### src/hw/rtl/sdsch_pkg.sv
package sdsch_pkg;

  localparam int TRACK_W = 8;
  localparam int MOVE_W  = 9;

  // configuration register indexes
  localparam logic CFG_START_TRACK = 1'b0;
  localparam logic CFG_LAST_TRACK  = 1'b1;

  localparam logic [TRACK_W-1:0] START_TRACK_RESET = 8'd0;
  localparam logic [TRACK_W-1:0] LAST_TRACK_RESET  = 8'd199;

  typedef struct packed {
    logic [TRACK_W-1:0] request_track;
    logic               last_request;
  } request_t;

  typedef struct packed {
    logic [TRACK_W-1:0] served_track;
    logic [MOVE_W-1:0]  total_movement;
    logic               overflow;
    logic               last_result;
  } result_t;

  typedef enum logic [1:0] {
    SORT_HOLD   = 2'd0,
    SORT_INSERT = 2'd1,
    SORT_POP    = 2'd2
  } sort_op_t;

  typedef enum logic [1:0] {
    STK_HOLD = 2'd0,
    STK_PUSH = 2'd1,
    STK_POP  = 2'd2
  } stack_op_t;

  // broadcast to every cell of the chain
  typedef struct packed {
    sort_op_t           sort_op;
    stack_op_t          stack_op;
    logic [TRACK_W-1:0] key;
  } cell_cmd_t;

  // what one cell shows its neighbors
  typedef struct packed {
    logic               sort_valid;
    logic [TRACK_W-1:0] sort_val;
    logic               stack_valid;
    logic [TRACK_W-1:0] stack_val;
    logic               gt;
  } cell_link_t;

endpackage

### src/hw/rtl/sdsch_cell.sv
module sdsch_cell (
  input  logic                   clk,
  input  logic                   rst,
  input  sdsch_pkg::cell_cmd_t   cmd,
  input  sdsch_pkg::cell_link_t  left,
  input  sdsch_pkg::cell_link_t  right,
  output sdsch_pkg::cell_link_t  link
);
  import sdsch_pkg::*;

  logic               sort_valid;
  logic [TRACK_W-1:0] sort_val;
  logic               stack_valid;
  logic [TRACK_W-1:0] stack_val;
  logic               gt;

  // an empty cell counts as larger than any key
  assign gt = !sort_valid || (sort_val > cmd.key);

  assign link.sort_valid  = sort_valid;
  assign link.sort_val    = sort_val;
  assign link.stack_valid = stack_valid;
  assign link.stack_val   = stack_val;
  assign link.gt          = gt;

  always_ff @(posedge clk) begin
    if (rst) begin
      sort_valid  <= 1'b0;
      stack_valid <= 1'b0;
    end else begin
      case (cmd.sort_op)
        SORT_INSERT: begin
          if (gt) begin
            sort_valid <= left.gt ? left.sort_valid : 1'b1;
          end
        end
        SORT_POP: sort_valid <= right.sort_valid;
        default: ;
      endcase
      case (cmd.stack_op)
        STK_PUSH: stack_valid <= left.stack_valid;
        STK_POP:  stack_valid <= right.stack_valid;
        default: ;
      endcase
    end
  end

  always_ff @(posedge clk) begin
    case (cmd.sort_op)
      SORT_INSERT: begin
        if (gt) begin
          sort_val <= left.gt ? left.sort_val : cmd.key;
        end
      end
      SORT_POP: sort_val <= right.sort_val;
      default: ;
    endcase
    case (cmd.stack_op)
      STK_PUSH: stack_val <= left.stack_val;
      STK_POP:  stack_val <= right.stack_val;
      default: ;
    endcase
  end

endmodule

### src/hw/rtl/scan_disk_scheduler.sv
// scan (elevator) disk scheduler
// in channel: one track request per item (in_valid / in_stall); the item with
//   last_request set closes the batch. the block stalls its input from the
//   closing item until the last result of that batch sits in the output register.
// out channel: one result item per stored request (out_valid / out_stall), in
//   scan order: ascending from start_track upward, then descending below it.
//   total_movement is nonzero only on the item with last_result set.
// config: cfg_wr_en / cfg_index / cfg_wdata, written while the block is idle.
// operation: requests load one per cycle, each inserted in order into a chain of
//   MAX_REQUESTS sorting cells. after the closing item, a split pass moves the
//   requests below start_track onto a per-cell stack, then results leave one per
//   cycle while the output is not stalled, with a pause when the sweep turns.
// requests beyond MAX_REQUESTS are dropped and flagged through overflow.
// reset (rst, synchronous) empties the chain and the output register and
//   restores start_track to 0 and last_track to 199.
// a stall on the output holds the result in place; the chain waits with it.
module scan_disk_scheduler #(
  parameter int MAX_REQUESTS = 32
) (
  input  logic                       clk,
  input  logic                       rst,
  input  logic                       in_valid,
  output logic                       in_stall,
  input  sdsch_pkg::request_t        in_item,
  output logic                       out_valid,
  input  logic                       out_stall,
  output sdsch_pkg::result_t         out_item,
  input  logic                       cfg_wr_en,
  input  logic                       cfg_index,
  input  logic [sdsch_pkg::TRACK_W-1:0] cfg_wdata
);
  import sdsch_pkg::*;

  localparam int CNT_W = $clog2(MAX_REQUESTS + 1);

  typedef enum logic [3:0] {
    ST_LOAD  = 4'b0001,
    ST_SPLIT = 4'b0010,
    ST_UP    = 4'b0100,
    ST_DOWN  = 4'b1000
  } state_t;

  state_t             state, state_next;
  logic [TRACK_W-1:0] start_track, last_track;
  logic [CNT_W-1:0]   count;
  logic               ovf;
  logic [TRACK_W-1:0] min_track, max_track;
  logic [MOVE_W-1:0]  movement;

  cell_cmd_t          cmd;
  cell_link_t         links  [MAX_REQUESTS];
  cell_link_t         lefts  [MAX_REQUESTS];
  cell_link_t         rights [MAX_REQUESTS];

  logic               in_acc, full, take, out_free;
  logic               emit, batch_done;
  result_t            emit_item;
  logic [TRACK_W-1:0] turn;
  logic [MOVE_W-1:0]  movement_next;

  // ---------------- configuration
  always_ff @(posedge clk) begin
    if (rst) begin
      start_track <= START_TRACK_RESET;
      last_track  <= LAST_TRACK_RESET;
    end else if (cfg_wr_en) begin
      unique case (cfg_index)
        CFG_START_TRACK: start_track <= cfg_wdata;
        CFG_LAST_TRACK:  last_track  <= cfg_wdata;
        default: ;
      endcase
    end
  end

  // ---------------- cell chain
  // cell 0 is the lowest track; the stack grows from cell 0 upward
  genvar gi;
  generate
    for (gi = 0; gi < MAX_REQUESTS; gi++) begin : g_cell
      if (gi == 0) begin : g_head
        // left edge: nothing below, pushes come from the sorted head
        assign lefts[gi] = '{sort_valid: 1'b0, sort_val: '0, stack_valid: 1'b1,
                             stack_val: links[0].sort_val, gt: 1'b0};
      end else begin : g_mid
        assign lefts[gi] = links[gi-1];
      end
      if (gi == MAX_REQUESTS - 1) begin : g_tail
        assign rights[gi] = '0;
      end else begin : g_body
        assign rights[gi] = links[gi+1];
      end
      sdsch_cell u_cell (
        .clk   (clk),
        .rst   (rst),
        .cmd   (cmd),
        .left  (lefts[gi]),
        .right (rights[gi]),
        .link  (links[gi])
      );
    end
  endgenerate

  // ---------------- handshake helpers
  assign in_stall = (state != ST_LOAD);
  assign in_acc   = in_valid && !in_stall;
  assign full     = (count == CNT_W'(MAX_REQUESTS));
  assign take     = in_acc && !full;
  assign out_free = !out_valid || !out_stall;

  // turning track is the largest of last_track, start and highest request
  always_comb begin
    turn = last_track;
    if (start_track > turn) begin
      turn = start_track;
    end
    if (max_track > turn) begin
      turn = max_track;
    end
    if (min_track < start_track) begin
      movement_next = {1'b0, turn - start_track} + {1'b0, turn - min_track};
    end else begin
      movement_next = {1'b0, max_track - start_track};
    end
  end

  // ---------------- sequencer
  always_comb begin
    state_next   = state;
    cmd.sort_op  = SORT_HOLD;
    cmd.stack_op = STK_HOLD;
    cmd.key      = in_item.request_track;
    emit         = 1'b0;
    batch_done   = 1'b0;
    emit_item    = '{served_track: links[0].sort_val, total_movement: '0,
                     overflow: ovf, last_result: 1'b0};
    unique case (state)
      ST_LOAD: begin
        if (take) begin
          cmd.sort_op = SORT_INSERT;
        end
        if (in_acc && in_item.last_request) begin
          state_next = ST_SPLIT;
        end
      end
      ST_SPLIT: begin
        // requests below start go onto the stack, to be served on the way back
        if (links[0].sort_valid && (links[0].sort_val < start_track)) begin
          cmd.sort_op  = SORT_POP;
          cmd.stack_op = STK_PUSH;
        end else begin
          state_next = ST_UP;
        end
      end
      ST_UP: begin
        if (out_free) begin
          if (links[0].sort_valid) begin
            emit        = 1'b1;
            cmd.sort_op = SORT_POP;
            emit_item.last_result = !links[1].sort_valid && !links[0].stack_valid;
            if (emit_item.last_result) begin
              batch_done = 1'b1;
              state_next = ST_LOAD;
            end
          end else begin
            state_next = ST_DOWN;
          end
        end
      end
      ST_DOWN: begin
        if (out_free) begin
          emit                   = 1'b1;
          cmd.stack_op           = STK_POP;
          emit_item.served_track = links[0].stack_val;
          emit_item.last_result  = !links[1].stack_valid;
          if (emit_item.last_result) begin
            batch_done = 1'b1;
            state_next = ST_LOAD;
          end
        end
      end
      default: state_next = ST_LOAD;
    endcase
    if (emit_item.last_result) begin
      emit_item.total_movement = movement;
    end
  end

  always_ff @(posedge clk) begin
    if (rst) begin
      state <= ST_LOAD;
    end else begin
      state <= state_next;
    end
  end

  // ---------------- batch bookkeeping
  always_ff @(posedge clk) begin
    if (rst) begin
      count <= '0;
      ovf   <= 1'b0;
    end else if (batch_done) begin
      count <= '0;
      ovf   <= 1'b0;
    end else if (in_acc) begin
      if (full) begin
        ovf <= 1'b1;
      end else begin
        count <= count + 1'b1;
      end
    end
  end

  // lowest and highest stored request, for the movement total
  always_ff @(posedge clk) begin
    if (take) begin
      if ((count == '0) || (in_item.request_track < min_track)) begin
        min_track <= in_item.request_track;
      end
      if ((count == '0) || (in_item.request_track > max_track)) begin
        max_track <= in_item.request_track;
      end
    end
    if (state == ST_SPLIT) begin
      movement <= movement_next;
    end
  end

  // ---------------- output register
  always_ff @(posedge clk) begin
    if (rst) begin
      out_valid <= 1'b0;
    end else if (emit) begin
      out_valid <= 1'b1;
    end else if (!out_stall) begin
      out_valid <= 1'b0;
    end
  end

  always_ff @(posedge clk) begin
    if (emit) begin
      out_item <= emit_item;
    end
  end

`ifndef NO_ASSERTIONS
  a_count_bound: assert property (@(posedge clk) disable iff (rst)
    count <= CNT_W'(MAX_REQUESTS))
    else $error("request count beyond capacity");

  a_sort_packed: assert property (@(posedge clk) disable iff (rst)
    links[1].sort_valid |-> links[0].sort_valid)
    else $error("sorted chain has a hole at its head");

  a_down_has_stack: assert property (@(posedge clk) disable iff (rst)
    (state == ST_DOWN) |-> links[0].stack_valid)
    else $error("descending pass with empty stack");

  a_stack_below: assert property (@(posedge clk) disable iff (rst)
    links[0].stack_valid |-> (links[0].stack_val < start_track))
    else $error("stacked request not below start");

  a_up_at_or_above: assert property (@(posedge clk) disable iff (rst)
    ((state == ST_UP) && links[0].sort_valid) |-> (links[0].sort_val >= start_track))
    else $error("ascending pass serves a request below start");

  a_done_empties: assert property (@(posedge clk) disable iff (rst)
    batch_done |=> (!links[0].sort_valid && !links[0].stack_valid))
    else $error("chain not empty after final result");
`endif

endmodule

### config.mk
export PLATFORM = sky130hd
export DESIGN_NAME = scan_disk_scheduler
export DESIGN_NICKNAME = d
export VERILOG_FILES = /design/src/hw/rtl/sdsch_pkg.sv /design/src/hw/rtl/sdsch_cell.sv /design/src/hw/rtl/scan_disk_scheduler.sv
export SDC_FILE = /design/constraint.sdc
export NUM_CORES = 2
export LEC_CHECK = 0
export ABC_AREA = 1
export BUFFER_PORTS_ARGS = -buffer_cell sky130_fd_sc_hd__buf_2
export CORE_MARGIN = 2
export CORE_UTILIZATION = 45
export CTS_CLUSTER_SIZE = 40
export DETAILED_ROUTE_END_ITERATION = 12
export GPL_TIMING_DRIVEN = 0
export PLACE_DENSITY_LB_ADDON = 0.05
export SLEW_MARGIN = 15
export SYNTH_ARGS = -nofsm -noshare
export SYNTH_HDL_FRONTEND = slang
export SYNTH_SLANG_ARGS = --single-unit
### constraint.sdc
create_clock -name clk -period 11.3 [get_ports clk]
set_input_delay 1.13 -clock clk [delete_from_list [all_inputs] [get_ports clk]]
set_output_delay 1.13 -clock clk [all_outputs]
set_load 0.05 [all_outputs]
==> metrics.md <==
| Metric | Value |
|---|---|
| Largest net degree at the start of global routing | `115` |
| Gpl congestion | `0.866` |
| I/O pins | `44` |
| Placed insts | `5,747` |
| Crit. End Element | `flip-flop` |
| Vias | `31,300` |
| Number of global-route vias before repair | `29,600` |
| Crit path time final | `6090 ps` |
| Post-route clock period utilization | `53.9%` |
| DRC | `0` |
| Setup ws final | `5210 ps` |
| Full die area | `0.0879 sq mm` |
| First-pass GRT wire length | `169,000 microns` |
| Worst IR drop on VDD | `322 uV` |
| Type of origin of the critical path | `flip-flop` |
| Worst Hold Class | `reg -> reg` |
| Total Routing Usage GR | `24.9%` |
| Status | `completed` |
| Commonest cells after routing, fill and taps aside | `nand2_1 (1,563), edfxtp_1 (556), inv_1 (510)` |
| Post_cts resized | `0` |
| Layout cells sized above 1 | `4.85%` |
| DR WL/cell | `18.6 microns` |
| Post-CTS setup buffer count | `0` |
| Crit path top cell by count | `nand2_1` |
| Final Hold Violating Endpoints | `0` |
| Syn nets | `4,914` |
| Die Height | `297 microns` |
| DRT iter0 DRCs | `2,551` |
| Hold Crit Depth | `2` |
| Hold-fix buffers, CTS | `0` |
| Post-synthesis sequential area ratio | `48.1%` |
| Slew HR | `16.3%` |
| Detailed Route WL | `110,000 microns` |
| Worst-Margin Slew | `1260 ps` |
| Power per cell area | `254 mW/mm^2` |
| Width of the die | `297 microns` |
| Row count | `107` |
| WP data required | `11,680 ps` |
| CTS max path bufs | `3` |
| Setup violations, final | `0` |
| Cell Count, Final, Fillers Out | `5,882` |
| Buf/Inv on CP | `7` |
| GR Overflow Total | `0` |
| IO buf count | `42` |
| Critical Path Stages | `36` |
| Design Power | `10.9 mW` |
| CORE AREA | `0.0850 sq mm` |
| Count of cell types in the netlist | `34` |
| Top fanout value on the critical path | `10` |
| Root Driver | `clkbuf_16` |
| Critical Path Max Stage Delay | `460 ps` |
| Worst reg2reg path depth | `36` |
| Kind of critical path | `reg -> reg` |
| Crit-path slowest cell | `dfxtp_1` |
| Syn-to-layout area delta | `10.9%` |
| Number of max-cap violations | `0` |
| Starting Density | `45.3%` |
| Layout net count | `5,042` |
| Initial antenna violation count | `0` |
| CP arrival | `6470 ps` |
| Router iterations before antenna repair | `5` |
| Htree depth | `3` |
| CP top delay family | `compound AO/OA/AOI/OAI gates` |
| Syn avg cell area | `8.46 sq um` |
| CTS tree | `yes` |
| RSZ-0062 raised after global routing | `false` |
| Clk_lat worst skew | `650 ps` |
| ANT nets after route | `0` |
| Sink Count | `648` |
| CTS buffer count | `77` |
| Max Slew Vio Count | `0` |
| Post-Place Setup Slack | `5230 ps` |
| P_leak | `19.2 nW` |
| Cell area after synthesis | `0.0385 sq mm` |
| Yosys warns | `0` |
| Via density | `5.32` |
| Layout Skew | `36.6 ps` |
| Total negative slack | `0 ps` |
| Ant diodes | `0` |
| Register bit total from synthesis | `648` |
| Dpl hpwl | `79,700 microns` |
| F_max | `0.164 GHz` |
| Post-Synthesis Cells | `4,554` |
| Commonest non-fill, non-tap cell in the layout | `nand2_1` |
| CTS clock-pin slew for the worst setup and hold paths | `60 ps` |
worst paths after layout:
path	endpoint	startpoint	slack, ps
max	movement[8]$_SDFFCE_PN0P_	start_track[0]$_SDFFE_PP0P_	5210
min	count[5]$_SDFFE_PP0P_	count[5]$_SDFFE_PP0P_	490
max reg2reg	movement[8]$_SDFFCE_PN0P_	start_track[0]$_SDFFE_PP0P_	5210
min reg2reg	count[5]$_SDFFE_PP0P_	count[5]$_SDFFE_PP0P_	490
power breakdown:
group / leakage (nW) / internal, mW / switching (mW)
Clock: 1.16 / 1.37 / 1.03
Sequential: 5.87 / 3.63 / 0.410
Combinational: 12.1 / 1.57 / 2.86
area by class of cell:
cell class	count	area (sq um)
Buffer	218	910
Clock buffer	106	2120
Sequential cell	648	18500
Clock inverter	29	264
Multi-Input combinational cell	3167	17100
Tap cell	1144	1430
Fill cell	8252	42300
Inverter	521	1970
Timing Repair Buffer	49	368
cells in the mapped netlist:
cell      count  area share (%)
nand2_1    1563              15
edfxtp_1    556              43
inv_1       518             5.0
ha_1        333              11
o21ai_0     245             3.2
o211ai_1    188             3.7
o21ai_1     185             2.4
a21oi_1     177             2.3
nor2_1      169             1.6
clkbuf_1    145             1.4
nand3_1     133             1.7
dfxtp_1      92             4.8
buf_2        58            0.75
nand4_1      40            0.65
a21o_1       29            0.57
nand3b_1     29            0.57
a31oi_1      26            0.42
xnor2_1      14            0.32
xor2_1       11            0.25
buf_1        10           0.097
o21a_1        7            0.14
buf_4         5           0.097
fa_1          4            0.21
nor3_1        4           0.052
nor3b_1       3           0.058
inv_2         2           0.020
clkinv_1      1          0.0097
mux2i_1       1           0.026
nand2_2       1           0.016
nand3_2       1           0.026
nand4_4       1           0.055
nor3_2        1           0.026
nor3_4        1           0.042
o31ai_1       1           0.020
worst register-to-register path, delay by kind of cell, from the launching register on:
kind / cells / cell delay [ps]
AO/OA/AOI/OAI: 12 / 1910
adder cells (fa/ha/maj): 4 / 1320
XOR/XNOR: 1 / 170
buffers and inverters: 7 / 1040
flip-flops: 1 / 460
AND/OR/NAND/NOR: 12 / 910
state kept, by name (all words and copies together) (netlist names), 6 cells and up:
register and cells:
g_cell.u_cell.sort_val 256, g_cell.u_cell.stack_val 256, g_cell.u_cell.sort_valid 32, g_cell.u_cell.stack_valid 32
out_item 19, movement 9, last_track 8, max_track 8
min_track 8, start_track 8, count 6
stage by stage:
step / hold slack, ps / util, % / cell area, sq um
global route: 507 / 50.2 / 42700
floorplan: 409 / - / 38500
detailed placement: 478 / 47.4 / 40300
global placement: 473 / 47.2 / 40200
finish: 490 / 50.2 / 42700
CTS: 486 / 50.2 / 42700
per-layer routing:
layer	global-route usage, %	vias to the layer above	part of all wire (%)
met3	3.38	179	5.9
li1	-	15600	-
met2	39.4	833	44
met5	0	-	0
met1	35.7	14700	47
met4	7.24	0	2.7
cells by family after synthesis:
| group | count (synthesis) | share of synthesized area, % |
|---|---|---|
| xor gates and xnor gates | 25 | 0.569 |
| buffers and inverters | 739 | 7.44 |
| muxes | 1 | 0.0260 |
| AOI/OAI and AO/OA | 858 | 12.7 |
| and+or+nand+nor | 1946 | 20.1 |
| adders and majority gates | 337 | 11.0 |
| DFF | 648 | 48.1 |
No activity file was read; power rests on OpenSTA's default activity.
